$ cat config.mk
export PLATFORM = sky130hd
export DESIGN_NAME = pulse_count_selector_with_beeps_flat
export DESIGN_NICKNAME = d
export VERILOG_FILES = /design/src/hw/rtl/pcs_pkg.sv /design/src/hw/rtl/pcs_if.sv /design/src/hw/rtl/pulse_count_selector_with_beeps.sv /design/src/hw/rtl/pcs_core.sv /design/src/flat_wrapper.sv
export SDC_FILE = /design/constraint.sdc
export NUM_CORES = 1
export LEC_CHECK = 0
export ABC_AREA = 1
export BUFFER_PORTS_ARGS = -buffer_cell sky130_fd_sc_hd__clkbuf_2
export CAP_MARGIN = 10
export CORE_AREA = 2 2 220 222
export CTS_BUF_LIST = sky130_fd_sc_hd__clkbuf_8
export DETAILED_ROUTE_END_ITERATION = 10
export DIE_AREA = 0 0 222 224
export PLACE_DENSITY = 0.86
export SETUP_SLACK_MARGIN = 0.05
export SYNTH_ARGS = -nofsm -noshare
export SYNTH_HDL_FRONTEND = slang
export SYNTH_SLANG_ARGS = --single-unit
$ cat constraint.sdc
create_clock -name clk -period 18.8 [get_ports clk]
set_input_delay 1.88 -clock clk [delete_from_list [all_inputs] [get_ports clk]]
set_output_delay 1.88 -clock clk [all_outputs]
set_load 0.01 [all_outputs]
$ cat src/hw/rtl/pcs_pkg.sv
// Shared types, register map and helpers for the pulse count selector.
`timescale 1ns / 1ps

package pcs_pkg;

    localparam int unsigned CFG_IDX_W = 3;

    localparam logic [CFG_IDX_W-1:0] REG_COUNT_WINDOW    = 3'd0;
    localparam logic [CFG_IDX_W-1:0] REG_FEEDBACK_TO     = 3'd1;
    localparam logic [CFG_IDX_W-1:0] REG_BEEP_ON         = 3'd2;
    localparam logic [CFG_IDX_W-1:0] REG_BEEP_GAP        = 3'd3;
    localparam logic [CFG_IDX_W-1:0] REG_BEEP_CYCLE      = 3'd4;
    localparam logic [CFG_IDX_W-1:0] REG_SETTLE          = 3'd5;

    localparam logic [15:0] RST_COUNT_WINDOW = 16'd1000;
    localparam logic [15:0] RST_FEEDBACK_TO  = 16'd5000;
    localparam logic [15:0] RST_BEEP_ON      = 16'd150;
    localparam logic [15:0] RST_BEEP_GAP     = 16'd50;
    localparam logic [15:0] RST_BEEP_CYCLE   = 16'd1500;
    localparam logic [15:0] RST_SETTLE       = 16'd1000;

    typedef enum logic [1:0] {
        CMD_TICK  = 2'd0,
        CMD_EDGE  = 2'd1,
        CMD_LEVEL = 2'd2
    } cmd_t;

    typedef enum logic [1:0] {
        MODE_IDLE     = 2'd0,
        MODE_COUNT    = 2'd1,
        MODE_FEEDBACK = 2'd2,
        MODE_EXEC     = 2'd3
    } mode_t;

    typedef enum logic [1:0] {
        PH_START = 2'd0,
        PH_ON    = 2'd1,
        PH_GAP   = 2'd2,
        PH_WAIT  = 2'd3
    } phase_t;

    typedef enum logic [2:0] {
        ACT_NONE         = 3'd0,
        ACT_RESET_ALL    = 3'd1,
        ACT_ZONE2_TARGET = 3'd2,
        ACT_ZONE2_APPLY  = 3'd3,
        ACT_ZONE3_PREP   = 3'd4,
        ACT_ZONE3        = 3'd5
    } act_t;

    localparam logic [2:0] SEL_ZERO  = 3'd0;
    localparam logic [2:0] SEL_ONE   = 3'd1;
    localparam logic [2:0] SEL_TWO   = 3'd2;
    localparam logic [2:0] SEL_THREE = 3'd3;

    typedef struct packed {
        logic [15:0] quiet_ms;
        logic [15:0] confirm_ms;
        logic [15:0] chirp_ms;
        logic [15:0] space_ms;
        logic [15:0] period_ms;
        logic [15:0] settle_ms;
    } cfg_t;

    typedef struct packed {
        logic [1:0]  command;
        logic [31:0] now_ms;
        logic        arm_level;
    } item_t;

    typedef struct packed {
        logic [15:0] beep_ms;
        logic        mute;
        act_t        action;
        logic        active;
        logic [2:0]  selection;
    } res_t;

    // 16 = 1 mod 5, so fold the nibbles, then strip multiples of five
    function automatic logic [2:0] mod5(input logic [7:0] x);
        logic [4:0] s;
        s = {1'b0, x[7:4]} + {1'b0, x[3:0]};
        if (s >= 5'd15) s = s - 5'd15;
        if (s >= 5'd10) s = s - 5'd10;
        if (s >= 5'd5)  s = s - 5'd5;
        return s[2:0];
    endfunction

endpackage

$ cat src/hw/rtl/pcs_if.sv
// Valid/ready channel interfaces for items, results and register writes.
`timescale 1ns / 1ps

interface pcs_item_if;
    logic        valid;
    logic        ready;
    logic [1:0]  command;
    logic [31:0] now_ms;
    logic        arm_level;

    modport source (output valid, output command, output now_ms, output arm_level,
                    input ready);
    modport sink   (input valid, input command, input now_ms, input arm_level,
                    output ready);
endinterface

interface pcs_result_if;
    logic        valid;
    logic        ready;
    logic [15:0] beep_ms;
    logic        mute;
    logic [2:0]  action;
    logic        active;
    logic [2:0]  selection;

    modport source (output valid, output beep_ms, output mute, output action,
                    output active, output selection, input ready);
    modport sink   (input valid, input beep_ms, input mute, input action,
                    input active, input selection, output ready);
endinterface

interface pcs_cfg_if;
    logic        valid;
    logic        ready;
    logic [2:0]  index;
    logic [15:0] data;

    modport source (output valid, output index, output data, input ready);
    modport sink   (input valid, input index, input data, output ready);
endinterface

$ cat src/hw/rtl/pulse_count_selector_with_beeps.sv
// Top level: channel registers, register file and the selector core.
//
//   channel   dir   words
//   item      in    command, now_ms, arm_level
//   result    out   beep_ms, mute, action, active, selection
//   cfg       in    index, data (always ready)
//
// One item per cycle while the result is taken: an item is registered, stepped
// through the core and lands in the result register.
// The result register stalls the step; the input register then holds one word.
// rst_n clears all control state and loads the register defaults.
`timescale 1ns / 1ps

module pulse_count_selector_with_beeps (
    input  logic         clk,
    input  logic         rst_n,
    pcs_item_if.sink     item,
    pcs_result_if.source result,
    pcs_cfg_if.sink      cfg
);
    import pcs_pkg::*;

    item_t item_reg;
    logic  in_vld_reg;
    res_t  res_reg;
    logic  res_vld_reg;
    cfg_t  cfg_reg;
    res_t  step_res;
    logic  step_en;
    logic  item_take;

    assign step_en   = in_vld_reg && (!res_vld_reg || result.ready);
    assign item.ready = !in_vld_reg || step_en;
    assign item_take = item.valid && item.ready;
    assign cfg.ready = 1'b1;

    pcs_core u_core (
        .clk   (clk),
        .rst_n (rst_n),
        .en    (step_en),
        .item  (item_reg),
        .cfg   (cfg_reg),
        .res   (step_res)
    );

    always_ff @(posedge clk or negedge rst_n)
    begin
        if (!rst_n)
        begin
            in_vld_reg  <= 1'b0;
            res_vld_reg <= 1'b0;
        end
        else
        begin
            if (item_take)
                in_vld_reg <= 1'b1;
            else if (step_en)
                in_vld_reg <= 1'b0;

            if (step_en)
                res_vld_reg <= 1'b1;
            else if (result.ready)
                res_vld_reg <= 1'b0;
        end
    end

    always_ff @(posedge clk)
    begin
        if (item_take)
        begin
            item_reg.command   <= item.command;
            item_reg.now_ms    <= item.now_ms;
            item_reg.arm_level <= item.arm_level;
        end
        if (step_en)
            res_reg <= step_res;
    end

    always_ff @(posedge clk or negedge rst_n)
    begin
        if (!rst_n)
        begin
            cfg_reg.quiet_ms   <= RST_COUNT_WINDOW;
            cfg_reg.confirm_ms <= RST_FEEDBACK_TO;
            cfg_reg.chirp_ms   <= RST_BEEP_ON;
            cfg_reg.space_ms   <= RST_BEEP_GAP;
            cfg_reg.period_ms  <= RST_BEEP_CYCLE;
            cfg_reg.settle_ms  <= RST_SETTLE;
        end
        else if (cfg.valid)
        begin
            unique case (cfg.index)
                REG_COUNT_WINDOW: cfg_reg.quiet_ms   <= cfg.data;
                REG_FEEDBACK_TO:  cfg_reg.confirm_ms <= cfg.data;
                REG_BEEP_ON:      cfg_reg.chirp_ms   <= cfg.data;
                REG_BEEP_GAP:     cfg_reg.space_ms   <= cfg.data;
                REG_BEEP_CYCLE:   cfg_reg.period_ms  <= cfg.data;
                REG_SETTLE:       cfg_reg.settle_ms  <= cfg.data;
                default:
                begin
                end
            endcase
        end
    end

    assign result.valid      = res_vld_reg;
    assign result.beep_ms    = res_reg.beep_ms;
    assign result.mute       = res_reg.mute;
    assign result.action     = res_reg.action;
    assign result.active     = res_reg.active;
    assign result.selection  = res_reg.selection;

    a_stall_holds_input: assert property (@(posedge clk) disable iff (!rst_n)
        !item.ready |-> in_vld_reg)
        else $error("input stalled with empty input register");

    a_step_gives_result: assert property (@(posedge clk) disable iff (!rst_n)
        step_en |=> res_vld_reg)
        else $error("stepped word did not reach the result register");

    a_silence_drops_tone: assert property (@(posedge clk) disable iff (!rst_n)
        res_vld_reg && res_reg.mute |-> res_reg.beep_ms == 16'd0)
        else $error("tone reported together with silence");

    a_selection_range: assert property (@(posedge clk) disable iff (!rst_n)
        res_vld_reg |-> res_reg.selection < 3'd5)
        else $error("selection out of range");

endmodule

$ cat src/hw/rtl/pcs_core.sv
// Selector state registers and the single-pass step logic for one item.
`timescale 1ns / 1ps

module pcs_core (
    input  logic           clk,
    input  logic           rst_n,
    input  logic           en,
    input  pcs_pkg::item_t item,
    input  pcs_pkg::cfg_t  cfg,
    output pcs_pkg::res_t  res
);
    import pcs_pkg::*;

    mode_t       mode_reg,   mode_next;
    logic [7:0]  count_reg,  count_next;
    logic        arm_low_reg, arm_low_next;
    logic [31:0] win_reg,    win_next;
    logic        xstep_reg,  xstep_next;
    logic [31:0] xstart_reg, xstart_next;
    logic [31:0] cstart_reg, cstart_next;
    logic [31:0] mark_reg,   mark_next;
    phase_t      phase_reg,  phase_next;
    logic [2:0]  idx_reg,    idx_next;
    logic        long_reg,   long_next;

    logic [2:0]  sel_cur;
    logic [31:0] now;

    assign sel_cur = mod5(count_reg);
    assign now     = item.now_ms;

    always_comb
    begin
        logic [15:0] o_beep;
        logic        o_off;
        act_t        o_act;
        logic        run_pattern;

        mode_next    = mode_reg;
        count_next   = count_reg;
        arm_low_next = arm_low_reg;
        win_next     = win_reg;
        xstep_next   = xstep_reg;
        xstart_next  = xstart_reg;
        cstart_next  = cstart_reg;
        mark_next    = mark_reg;
        phase_next   = phase_reg;
        idx_next     = idx_reg;
        long_next    = long_reg;
        o_beep       = '0;
        o_off        = 1'b0;
        o_act        = ACT_NONE;
        run_pattern  = 1'b0;

        unique case (item.command)
            CMD_TICK:
            begin
                if (mode_next == MODE_COUNT && (now - win_next) >= {16'd0, cfg.quiet_ms})
                begin
                    // counting window closed: start the feedback pattern
                    mode_next   = MODE_FEEDBACK;
                    win_next    = now;
                    o_off       = 1'b1;
                    o_beep      = '0;
                    phase_next  = PH_START;
                    idx_next    = '0;
                    long_next   = 1'b0;
                    cstart_next = now;
                    mark_next   = now;
                    if (sel_cur == SEL_ZERO)
                    begin
                        long_next = 1'b1;
                        o_beep    = cfg.period_ms;
                        o_off     = 1'b0;
                    end
                end
                if (mode_next == MODE_FEEDBACK)
                begin
                    if ((now - win_next) >= {16'd0, cfg.confirm_ms})
                    begin
                        o_off      = 1'b1;
                        o_beep     = '0;
                        phase_next = PH_START;
                        idx_next   = '0;
                        long_next  = 1'b0;
                        mode_next  = MODE_IDLE;
                        count_next = '0;
                    end
                    else
                    begin
                        run_pattern = 1'b1;
                    end
                end
                if (mode_next == MODE_EXEC)
                    run_pattern = 1'b1;

                if (run_pattern)
                begin
                    if (long_next)
                    begin
                        if ((now - mark_next) >= {16'd0, cfg.period_ms})
                        begin
                            mark_next = now;
                            o_beep    = cfg.period_ms;
                            o_off     = 1'b0;
                        end
                    end
                    else if (sel_cur != SEL_ZERO)
                    begin
                        case (phase_next)
                            PH_START:
                            begin
                                o_beep     = cfg.chirp_ms;
                                o_off      = 1'b0;
                                phase_next = PH_ON;
                                mark_next  = now;
                            end
                            PH_ON:
                            begin
                                if ((now - mark_next) >= {16'd0, cfg.chirp_ms})
                                begin
                                    idx_next   = idx_next + 3'd1;
                                    phase_next = (idx_next >= sel_cur) ? PH_WAIT : PH_GAP;
                                    mark_next  = now;
                                end
                            end
                            PH_GAP:
                            begin
                                if ((now - mark_next) >= {16'd0, cfg.space_ms})
                                    phase_next = PH_START;
                            end
                            default:
                            begin
                                if ((now - cstart_next) >= {16'd0, cfg.period_ms})
                                begin
                                    cstart_next = now;
                                    idx_next    = '0;
                                    phase_next  = PH_START;
                                end
                            end
                        endcase
                    end
                end

                if (mode_next == MODE_EXEC)
                begin
                    if (!xstep_next)
                    begin
                        if (sel_cur == SEL_TWO)
                        begin
                            o_act       = ACT_ZONE2_TARGET;
                            xstep_next  = 1'b1;
                            xstart_next = now;
                        end
                        else
                        begin
                            o_act      = (sel_cur == SEL_THREE) ? ACT_ZONE3_PREP : ACT_ZONE3;
                            o_off      = 1'b1;
                            o_beep     = '0;
                            phase_next = PH_START;
                            idx_next   = '0;
                            long_next  = 1'b0;
                            mode_next  = MODE_IDLE;
                        end
                    end
                    else if ((now - xstart_next) >= {16'd0, cfg.settle_ms})
                    begin
                        if (sel_cur == SEL_TWO)
                            o_act = ACT_ZONE2_APPLY;
                        o_off      = 1'b1;
                        o_beep     = '0;
                        phase_next = PH_START;
                        idx_next   = '0;
                        long_next  = 1'b0;
                        mode_next  = MODE_IDLE;
                    end
                end
            end
            CMD_EDGE:
            begin
                if (mode_reg == MODE_IDLE)
                begin
                    if (arm_low_reg)
                    begin
                        mode_next  = MODE_COUNT;
                        win_next   = now;
                        count_next = 8'd1;
                        o_beep     = cfg.chirp_ms;
                    end
                end
                else if (mode_reg == MODE_COUNT)
                begin
                    if (!arm_low_reg)
                    begin
                        o_off      = 1'b1;
                        phase_next = PH_START;
                        idx_next   = '0;
                        long_next  = 1'b0;
                        mode_next  = MODE_IDLE;
                        count_next = '0;
                    end
                    else
                    begin
                        count_next = count_reg + 8'd1;
                        win_next   = now;
                        o_beep     = cfg.chirp_ms;
                    end
                end
            end
            CMD_LEVEL:
            begin
                arm_low_next = !item.arm_level;
                if (!item.arm_level && mode_reg == MODE_IDLE)
                    o_act = ACT_RESET_ALL;
                if (mode_reg == MODE_FEEDBACK && item.arm_level)
                begin
                    o_off      = 1'b1;
                    phase_next = PH_START;
                    idx_next   = '0;
                    long_next  = 1'b0;
                    if (sel_cur == SEL_ZERO || sel_cur == SEL_ONE)
                    begin
                        mode_next  = MODE_IDLE;
                        count_next = '0;
                    end
                    else
                    begin
                        // confirmed: restart the pattern and run the action
                        mode_next   = MODE_EXEC;
                        xstep_next  = 1'b0;
                        xstart_next = now;
                        cstart_next = now;
                        mark_next   = now;
                    end
                end
                else if (!item.arm_level &&
                         (mode_reg == MODE_COUNT || mode_reg == MODE_FEEDBACK))
                begin
                    o_off      = 1'b1;
                    phase_next = PH_START;
                    idx_next   = '0;
                    long_next  = 1'b0;
                    mode_next  = MODE_IDLE;
                    count_next = '0;
                end
            end
            default:
            begin
            end
        endcase

        if (o_off)
            o_beep = '0;

        res.beep_ms    = o_beep;
        res.mute       = o_off;
        res.action     = o_act;
        res.active     = (mode_next != MODE_IDLE);
        res.selection  = mod5(count_next);
    end

    always_ff @(posedge clk or negedge rst_n)
    begin
        if (!rst_n)
        begin
            mode_reg    <= MODE_IDLE;
            count_reg   <= '0;
            arm_low_reg <= 1'b0;
            win_reg     <= '0;
            xstep_reg   <= 1'b0;
            xstart_reg  <= '0;
            cstart_reg  <= '0;
            mark_reg    <= '0;
            phase_reg   <= PH_START;
            idx_reg     <= '0;
            long_reg    <= 1'b0;
        end
        else if (en)
        begin
            mode_reg    <= mode_next;
            count_reg   <= count_next;
            arm_low_reg <= arm_low_next;
            win_reg     <= win_next;
            xstep_reg   <= xstep_next;
            xstart_reg  <= xstart_next;
            cstart_reg  <= cstart_next;
            mark_reg    <= mark_next;
            phase_reg   <= phase_next;
            idx_reg     <= idx_next;
            long_reg    <= long_next;
        end
    end

    a_exec_step_only_in_exec: assert property (@(posedge clk) disable iff (!rst_n)
        xstep_reg && !$past(xstep_reg) |-> mode_reg == MODE_EXEC)
        else $error("exec step set outside execution");

    a_long_tone_not_idle: assert property (@(posedge clk) disable iff (!rst_n)
        long_reg |-> mode_reg == MODE_FEEDBACK || mode_reg == MODE_EXEC)
        else $error("long tone flag left set outside feedback");

    a_count_nonzero_while_counting: assert property (@(posedge clk) disable iff (!rst_n)
        mode_reg == MODE_COUNT && $past(mode_reg) == MODE_IDLE |-> count_reg == 8'd1)
        else $error("first edge did not set count to one");

endmodule
$ cat src/flat_wrapper.sv
// flat-port wrapper written by rule: the top's interface ports become plain ports
module pulse_count_selector_with_beeps_flat import pcs_pkg::*;
  (clk, rst_n, item_valid, item_command, item_now_ms, item_arm_level, item_ready, result_valid, result_beep_ms, result_mute, result_action, result_active, result_selection, result_ready, cfg_valid, cfg_index, cfg_data, cfg_ready);
  pcs_item_if item_i ();
  pcs_result_if result_i ();
  pcs_cfg_if cfg_i ();
  input  logic clk;
  input  logic rst_n;
  input wire logic [$bits(item_i.valid)-1:0] item_valid;
  input wire logic [$bits(item_i.command)-1:0] item_command;
  input wire logic [$bits(item_i.now_ms)-1:0] item_now_ms;
  input wire logic [$bits(item_i.arm_level)-1:0] item_arm_level;
  output wire logic [$bits(item_i.ready)-1:0] item_ready;
  output wire logic [$bits(result_i.valid)-1:0] result_valid;
  output wire logic [$bits(result_i.beep_ms)-1:0] result_beep_ms;
  output wire logic [$bits(result_i.mute)-1:0] result_mute;
  output wire logic [$bits(result_i.action)-1:0] result_action;
  output wire logic [$bits(result_i.active)-1:0] result_active;
  output wire logic [$bits(result_i.selection)-1:0] result_selection;
  input wire logic [$bits(result_i.ready)-1:0] result_ready;
  input wire logic [$bits(cfg_i.valid)-1:0] cfg_valid;
  input wire logic [$bits(cfg_i.index)-1:0] cfg_index;
  input wire logic [$bits(cfg_i.data)-1:0] cfg_data;
  output wire logic [$bits(cfg_i.ready)-1:0] cfg_ready;
  assign item_i.valid = item_valid;
  assign item_i.command = item_command;
  assign item_i.now_ms = item_now_ms;
  assign item_i.arm_level = item_arm_level;
  assign item_ready = item_i.ready;
  assign result_valid = result_i.valid;
  assign result_beep_ms = result_i.beep_ms;
  assign result_mute = result_i.mute;
  assign result_action = result_i.action;
  assign result_active = result_i.active;
  assign result_selection = result_i.selection;
  assign result_i.ready = result_ready;
  assign cfg_i.valid = cfg_valid;
  assign cfg_i.index = cfg_index;
  assign cfg_i.data = cfg_data;
  assign cfg_ready = cfg_i.ready;
  pulse_count_selector_with_beeps u_core (.clk(clk), .rst_n(rst_n), .item(item_i), .result(result_i), .cfg(cfg_i));
endmodule
==> results of run 1 <==
final cells by class:
type | instances | area share (%)
Timing Repair Buffer | 100 | 1.82
Antenna cell | 1 | 0.00829
Multi-Input combinational cell | 3078 | 56.6
Clock inverter | 43 | 0.995
Clock buffer | 63 | 2.87
Inverter | 720 | 8.95
Sequential cell | 303 | 26.2
Tap cell | 615 | 2.55
metal layers:
| layer | track usage, % | share of wire, % | vias to the layer above |
|---|---|---|---|
| met4 | 19.0 | 5.7 | 0 |
| met1 | 47.5 | 41 | 12900 |
| li1 | - | - | 13700 |
| met3 | 7.59 | 11 | 280 |
| met5 | 0 | 0 | - |
| met2 | 54.6 | 42 | 1419 |
cell usage after synthesis, types with 31 or more instances:
master and number:
sky130_fd_sc_hd__nand2_1 1262, sky130_fd_sc_hd__inv_1 691, sky130_fd_sc_hd__o21ai_0 355, sky130_fd_sc_hd__ha_1 295
sky130_fd_sc_hd__a21oi_1 280, sky130_fd_sc_hd__nor2_1 217, sky130_fd_sc_hd__dfrtp_1 213, sky130_fd_sc_hd__nand3_1 192
sky130_fd_sc_hd__xor2_1 78, sky130_fd_sc_hd__clkbuf_1 69, sky130_fd_sc_hd__edfxtp_1 59, sky130_fd_sc_hd__nand4_1 51
sky130_fd_sc_hd__o21ai_1 45, sky130_fd_sc_hd__nor3_1 41, sky130_fd_sc_hd__xnor2_1 37, sky130_fd_sc_hd__dfstp_2 31
metrics by stage:
step,power [µW],setup WS [ns],utilization (%),cells
3_5_place_dp,4840,6.23,61.3,4816
5_1_grt,6190,4.83,63.7,4923
4_1_cts,5550,6.18,63.7,4922
6_report,5640,6.07,63.7,4923
2_1_floorplan,3870,7.94,-,4197
3_3_place_gp,4740,6.66,61.3,4816
report_power, final:
group	leakage [µW]	internal [µW]	switching, µW
combinational	0.0120	1390	2570
sequential	0.00358	874	130
clock	0.000651	354	325
how the worst min path moves through the flow:
stage | to | slack [ns] | cells past startpoint
2_1_floorplan | u_core.u_core.mark_reg[10] | 0.45 | 2
3_3_place_gp | u_core.u_core.cstart_reg[16] | 0.46 | 2
3_5_place_dp | u_core.u_core.mark_reg[14] | 0.46 | 2
4_1_cts | u_core.u_core.mark_reg[5] | 0.48 | 2
5_1_grt | u_core.u_core.mark_reg[0] | 0.49 | 2
6_report | u_core.u_core.mark_reg[5] | 0.48 | 2
kinds of logic (layout without fill, tap and decap cells):
| family | Yosys count | in the layout | share of synthesized area (%) |
|---|---|---|---|
| other | 1 | 2 | 0.0133 |
| flip-flops | 303 | 303 | 28.2 |
| multiplexers | 2 | 2 | 0.0712 |
| AND/OR/NAND/NOR | 1843 | 1843 | 27.4 |
| adder cells (fa/ha/maj) | 302 | 302 | 13.6 |
| XOR/XNOR | 117 | 117 | 3.70 |
| AO/OA/AOI/OAI | 813 | 813 | 15.8 |
| buffers and inverters | 816 | 926 | 11.2 |
critical path, delay by kind of cell, from the launching register on:
kind                       cells  cell delay [ns]
adders and majority gates     11             3.26
buffers and inverters          9             1.76
DFF                            1             0.71
xor gates and xnor gates       3             0.58
AOI/OAI and AO/OA              9             1.78
muxes                          1             0.23
and+or+nand+nor               40             4.22
==> impl_summary.md, run 1 <==
STA
Hold timing on the final database bottoms out at a slack of around 0.48 ns. The final max-slew violation count is 0. Setup violations remaining at the end of the flow were counted as 0. Adding up every negative setup slack in the final design gives 0 ns. For the pin with the worst max-slew slack, the measured transition is between 1 and 1.5 ns. The relative slew slack is between 20% and 30%.

The maximum clock skew at final layout is slightly above 0.04 ns. The final-report hold violation count was 0. Setup repair after global routing left no endpoint under its margin. Static timing analysis puts the maximum clock frequency at between 70 and 80 MHz. The time the final worst path needs with I/O delays and setup is around 13 ns. The part of the cycle the worst path needs is 67.7%.

Finish
The area growth from synthesis to layout is 7.39%. Summing all non-filler instances in the final layout gives an area of 0.0302 mm². Leaving out fill and tap cells, the most frequent cell in the layout is sky130_fd_sc_hd__nand2_1. The final net count is ~4600. In the final layout, the share of cells above drive strength 1 is roughly 7.5%. Across the whole layout, storage elements account for 0.00792 mm².

In the final layout, the multi-input gates occupy 0.0171 mm². Leaving out fill and tap cells, the most frequent cells in the layout are 1260 x sky130_fd_sc_hd__nand2_1, 702 x sky130_fd_sc_hd__inv_1, 355 x sky130_fd_sc_hd__o21ai_0, 295 x sky130_fd_sc_hd__ha_1, 280 x sky130_fd_sc_hd__a21oi_1. After filler insertion, the fill cell instance count of the layout stands at 4317. The number of flip-flops in the largest register is 96.

Clock network
The clock-pin slew of the registers on the worst-case setup and hold paths is ~0.06 ns. The number of CTS-inserted buffers is 56. The H-tree generated during clock tree synthesis spans 2 levels.

The setup fix buffers added after clock tree synthesis is 0. Counting along the longest clock path gives a buffer depth of 3. The cell chosen for the clock root is sky130_fd_sc_hd__clkbuf_8. The latest clock arrival within the worst-skew pair is about 0.70 ns. The quantity of hold-fixing buffers added after cts is 0. The CTS tree is done. The number of sinks on the clock net is about 300. In this run, post-CTS repair resized a total of 0 instances.

Floorplan
In this run the core area contains 80 standard-cell rows. The die is between 200 and 250 µm wide. 86 I/O pins were placed. The area of the die is between 0.04 and 0.05 mm². The floorplan step set the die height to 224 µm. The initial utilization of the core area, before any placement, comes to between 50% and 60%. The floorplan step defined a core boundary enclosing around 0.047 mm².

Global routing
The via count of the first global-routing pass is about 26000. Global routing consumed, over all layers together, 35.7% of the routing resources. The number of antenna violations at the first check in global routing is 5.

The remaining global-route overflow is 0. Entering global routing, the biggest net connects around 110 pins. The first global-routing pass estimated 140000 µm of wire.

Place
After detailed placement, the total cell area comes to between 0.02 and 0.03 mm². The half-perimeter wire length after detailed placement is 67900 µm. The number of I/O port buffers is 84. The placer's final routability congestion estimate is a little over 1.

Worst hold path
The worst hold path begins at u_core.u_core.mark_reg[5]. The worst min-delay path category is reg2reg.

Synthesis
The count of synthesis-stage warnings from yosys is 0. Ranked by total cell area, the synthesized netlist is headed by sky130_fd_sc_hd__dfrtp_1 19%, sky130_fd_sc_hd__nand2_1 17%, sky130_fd_sc_hd__ha_1 13%. The largest area contributor in the netlist is sky130_fd_sc_hd__dfrtp_1. The post-synth design cell area is 0.0281 mm².

The number of standard cells after synthesis is ~4200. The post-synth net total is 4558. After synthesis, the mean cell area works out to approximately 6.7 µm². The fraction of registers with async set or reset after synthesis is slightly above 80%.

The netlist uses 69 different library cells. The number of flops mapped to enable cells by yosys is just under 60. The sequential fraction of the synthesis area is between 20 and 30%. The number of register bits inferred by synthesis is 303. The most used flip-flop cell after synthesis is sky130_fd_sc_hd__dfrtp_1. The top cell type by area accounts for a little under a fifth of the synthesized area.

Setup path
In this run the worst path has a maximum fanout of between 90 and 100. Data on the critical path arrives at its endpoint at between 10 and 15 ns. The delay of the slowest cell on the worst path is between 0.7 and 0.8 ns. The worst register-to-register path ends at u_core.result.selection[1]. Following the worst setup path forward leads to its endpoint at u_core.result.selection[1]. The worst setup path is of the reg2reg kind. The startpoint kind of the worst setup timing path is a register.

The kind of capture point of the worst setup path is a register. The startpoint of the most critical register-to-register path is u_core.item_reg[2]. The data required time at the worst endpoint is 19.32 ns. The setup slack of the worst register-to-register path is 6.07 ns. The cell with the biggest individual delay on the critical path is sky130_fd_sc_hd__buf_4. The length in cells of the worst reg-to-reg path is between 70 and 80. The cell type with the highest occurrence count on the critical path is sky130_fd_sc_hd__nand2_1. The critical path starts at u_core.item_reg[2].

Run status
The run finished with clean final reports.

Drt
After detailed routing, the number of vias per cell comes to between 5 and 6. The detailed-route via count is between 20000 and 30000. The number of antenna-violating nets in the routed design is 0. Summed over all layers, the routed wires come to roughly 89000 µm. The pre-antenna-repair detailed-routing pass consisted of 6 iterations.

In the final routed layout, each cell accounts on average for between 15 and 20 µm. In the routed design, unresolved DRC markers number 0. The starting DRC count in detailed routing is about 3200.

Power and ir drop
The maximum VDD drop is between 0.00009 and 0.0001 V. The power density over the cells is between 150 and 200 mW/mm². The static leakage power is 0.0163 µW.

Run
The count of max-cap constraint violations is 0.
No activity file was read; power rests on OpenSTA's default activity.
==> run 2, diff against run 1 <==
Settings changed: ABC_AREA 1 to 0, CORE_AREA 2 2 220 222 to 2 2 212 214, DIE_AREA 0 0 222 224 to 0 0 214 216.
Clock period 18.8 ns to 12.3 ns, I/O delays scaled along.
==> run 2 against run 1 <==
Net effect:
- the run now ends with negative setup slack left
- critical path depth fell by 6
- die area fell by 7.0%
- combinational power rose by 43%
- power rose by 45%
- synthesized cell count fell by 26%
- via count fell by 6.2%
- wire length rose by 0.48%
- non-clock buffer count rose by 333
- critical path type unchanged
- largest power group unchanged
- critical endpoint unchanged
==> impl_summary.md, run 2 <==
Power and ir drop
The part of the total power dissipated in combinational logic is roughly 69%. The net switching power of the design is 3860 µW. The static leakage power is approximately 0.015 µW.

The final total power is 8180 µW. The internal portion of the total power is 4310 µW. The switching fraction of total power is a little under half. The maximum VDD drop is 0.000137 V. In this run the power density over the cells is ~260 mW/mm². The share of total power dissipated in the clock network is 12.8%. The fraction of power consumed by sequential logic is a little under a fifth.

STA
The time the final worst path needs with I/O delays and setup is 12.97 ns. The total negative slack is -1.93 ns. The achievable frequency is about 77 MHz. Dividing the final minimum period by the clock period gives 105%. The final max-slew violation count came to 0.

Headroom to the max-slew limit came out at 22.9%. The final count of negative-setup-slack endpoints is 3. At the pin with the least slew margin, the transition time is 1.15 ns.

The final worst setup slack is -0.670 ns. The maximum clock skew at final layout is ~0.058 ns. Setup repair after global routing could not meet its margin everywhere.

The final-report hold violation count is 0.

Clock network
The clock-pin slew of the registers on the worst-case setup and hold paths is 0.06 ns. The longest clock path from root to sink contains 3 buffers. The clock drives between 300 and 400 sinks. The quantity of hold-fixing buffers added after cts is 0. The number of CTS-inserted buffers is between 50 and 60. The later pin in the worst-skew pair is clocked with a latency of about 0.70 ns. The cell sitting at the root of the clock tree is a sky130_fd_sc_hd__clkbuf_8.

TritonCTS built the clock tree. The H-tree was split into 2 levels.

Synthesis
The average size of a mapped cell is between 8 and 9 µm². Sorting the synthesized cells by area gives the leading types as sky130_fd_sc_hd__dfrtp_1 20%, sky130_fd_sc_hd__ha_1 14%, sky130_fd_sc_hd__edfxtp_1 6.8%. During synthesis, Yosys emitted a total of 0 warnings.

The biggest area contributor in the post-synthesis netlist is sky130_fd_sc_hd__dfrtp_1. The number of standard cells after synthesis is slightly above 3000. Yosys mapped a number of flops with a built-in enable equal to 59. After synthesis, the most frequently instantiated cells are 299 x sky130_fd_sc_hd__nand2_1, 295 x sky130_fd_sc_hd__ha_1, 283 x sky130_fd_sc_hd__o21ai_0. Sequential elements use 30.2% of the synthesized area. The count of distinct cell types in the synthesized netlist is a little over 90. Of all flip-flops after synthesis, the portion carrying an async set or reset was approximately 81%. Among all flip-flop cells after synthesis, the most frequent one is sky130_fd_sc_hd__dfrtp_1. The post-synth design cell area is 0.0262 mm². The fraction of post-synthesis cell area in the top cell type by area is approximately a fifth. The post-synth net total is about 3500.

The number of register bits inferred by synthesis is roughly 300. The most instantiated library cell after synthesis is sky130_fd_sc_hd__nand2_1.

Run
The count of max-cap constraint violations is 0.

Drt
The detailed-route via count is between 20000 and 30000. In this run, the number of DRC markers left after iteration 0 of detailed routing was roughly 2600. The number of design rule violations left after detail routing is 0. Once detail routing completed, the nets flagged for antenna violations numbered 0.

The average wire per standard cell is 21.6 µm. For this run, the detailed router's first-pass iteration total came to 8. The post-detailed-routing wire length is ~90000 µm. The average via count per standard cell is around 6.4.

Global routing
The number of antenna violations at the first check in global routing is 1. The first global-routing pass estimated approximately 140000 µm of wire. The via count of the first global-routing pass is 26100. After global routing the overflow that remains totals 0. Entering global routing, the biggest net connects 121 pins. The total routing usage reported by global routing is 37.7%.

Setup path
In this design, the stage delay of the slowest critical-path cell is between 0.5 and 0.6 ns. The largest individual stage delay along the critical path comes from the cell sky130_fd_sc_hd__fa_1. The arrival time at the worst endpoint is between 10 and 15 ns. The worst register-to-register path has a setup slack of -0.67 ns. STA classifies the critical path startpoint as a register. Data on the critical path is required at its endpoint by around 13 ns. The kind of capture point of the worst setup path is a register.

The startpoint of the most critical register-to-register path is u_core.item_reg[2]. The critical path startpoint is u_core.item_reg[2]. The maximum fanout along the worst path is 6. The kind of critical path is reg2reg.

Floorplan
The floorplan step defined a die boundary enclosing between 0.04 and 0.05 mm². The initialized floorplan defines 77 standard-cell rows. The starting utilization of the core area is between 50% and 60%. The placeable core area is around 0.044 mm². In this run the count of I/O pins placed on the die edge is 86.

In this run the vertical extent of the chip is around 220 µm. The horizontal extent of the die is 214 µm.

Finish
The synthesis-to-layout area growth is 18.7%. The final net count is around 3900. The count of fill cells added during filler insertion is around 3300.

In the final layout, the multi-input gates occupy roughly 0.017 mm². In the layout the commonest cells are 345 x sky130_fd_sc_hd__buf_4, 296 x sky130_fd_sc_hd__nand2_1, 288 x sky130_fd_sc_hd__inv_1, 288 x sky130_fd_sc_hd__ha_1, 273 x sky130_fd_sc_hd__o21ai_0. Leaving out fill and tap cells, the most frequent cell in the layout is sky130_fd_sc_hd__buf_4. The register with the most flip-flops in the layout has 96 of them.

Of the cells placed in the final design, the portion with a size suffix greater than 1 is 20.1%. Registers take roughly 0.0079 mm².

Worst hold path
The source of the worst hold timing path is u_core.u_core.cstart_reg[8]. The worst min-delay path category is reg2reg.

Place
Summed over all nets, the half-perimeter wirelength after detailed placement is about 68000 µm. Timing analysis after detailed placement gives a worst setup slack of -0.842 ns. At the end of routability-driven placement, the weighted congestion stood at about 1. In this run the tool buffered the top-level ports with 84 buffer cells.

Run status
The flow ran to the end, but the final reports show violations. The final reports fail on negative setup slack.
==> run 2: changes by cell type after synthesis, moves of 28 or more <==
cell,change
sky130_fd_sc_hd__inv_1,-413
sky130_fd_sc_hd__nand3_1,-134
sky130_fd_sc_hd__xor2_1,-39
sky130_fd_sc_hd__nand2_1,-963
sky130_fd_sc_hd__a31oi_1,+29
sky130_fd_sc_hd__o21ai_0,-72
sky130_fd_sc_hd__o21ai_1,-39
sky130_fd_sc_hd__mux2_1,+30
sky130_fd_sc_hd__mux2_2,+70
sky130_fd_sc_hd__nor2b_1,+42
sky130_fd_sc_hd__and3_1,+37
sky130_fd_sc_hd__a21o_1,+107
sky130_fd_sc_hd__a21oi_1,-28
sky130_fd_sc_hd__nand2b_1,+47
==> run 2: layout make-up <==
type                       instances  area share [%]
multi-input combinational       2422            55.1
sequential                       303            25.5
timing repair buffer             433            9.90
inverter                         278            3.36
clock buffer                      63            2.79
tap                              592            2.38
clock inverter                    40           0.978
antenna                            1         0.00805
==> run 2: metrics by stage <==
stage	cells	hold WS [ns]	cell area [µm²]	util [%]
2_1_floorplan	3117	0.457	26400	-
5_1_grt	4131	0.506	31100	70.9
6_report	4132	0.486	31100	70.9
3_3_place_gp	4006	0.467	29600	67.5
4_1_cts	4125	0.487	30900	70.6
3_5_place_dp	4006	0.475	29600	67.5
==> run 2: kinds of logic (layout without fill, tap and decap cells) <==
| logic type | Yosys count | after routing | share of synthesized area, % |
|---|---|---|---|
| XOR/XNOR | 98 | 98 | 3.28 |
| buffers and inverters | 392 | 814 | 5.78 |
| adder cells (fa/ha/maj) | 303 | 303 | 14.7 |
| other | 1 | 2 | 0.0143 |
| multiplexers | 125 | 125 | 5.25 |
| AO/OA/AOI/OAI | 1014 | 1014 | 24.8 |
| AND/OR/NAND/NOR | 881 | 881 | 16.0 |
| flip-flops | 303 | 303 | 30.2 |
==> run 2: what timing repair did <==
item                                    in CTS  in global routing
endpoints found under the setup margin       3                  3
gates resized for setup                     11                 22
setup buffers                               16                  5
pin swaps                                   16                 13
gates cloned                                 0                  0
==> run 2: worst max-delay path, delay by kind of cell (launching register included) <==
family	cells	cell delay, ns
buffers and inverters	6	0.73
AOI/OAI and AO/OA	30	5.73
DFF	1	0.44
adders and majority gates	11	2.94
and+or+nand+nor	14	1.96
xor gates and xnor gates	3	0.39
muxes	3	0.61
==> run 2: worst paths after layout <==
path,end,cells past startpoint
setup / recovery,u_core.result.selection[1],67
hold / removal,u_core.u_core.cstart_reg[8],1
setup reg to reg,u_core.result.selection[1],67
hold reg to reg,u_core.u_core.cstart_reg[8],1
max in group asynchronous,u_core.cfg_reg[13],2
min in group asynchronous,u_core.u_core.xstart_reg[30],1
==> run 2: power by group through the flow <==
stage          clock (µW)  sequential, µW  combinational, µW
2_1_floorplan           0            1460               3530
3_3_place_gp            0            1470               5150
3_5_place_dp            0            1490               5350
4_1_cts              1050            1470               5450
5_1_grt              1090            1510               6170
6_report             1040            1490               5650
==> run 2: routing by layer <==
layer	vias up	GRT usage, %	share of wire [%]
met5	-	0	0
met4	0	19.7	5.6
met3	355	9.06	11
met2	1513	58.7	43
met1	12600	48.9	40
li1	12100	-	-
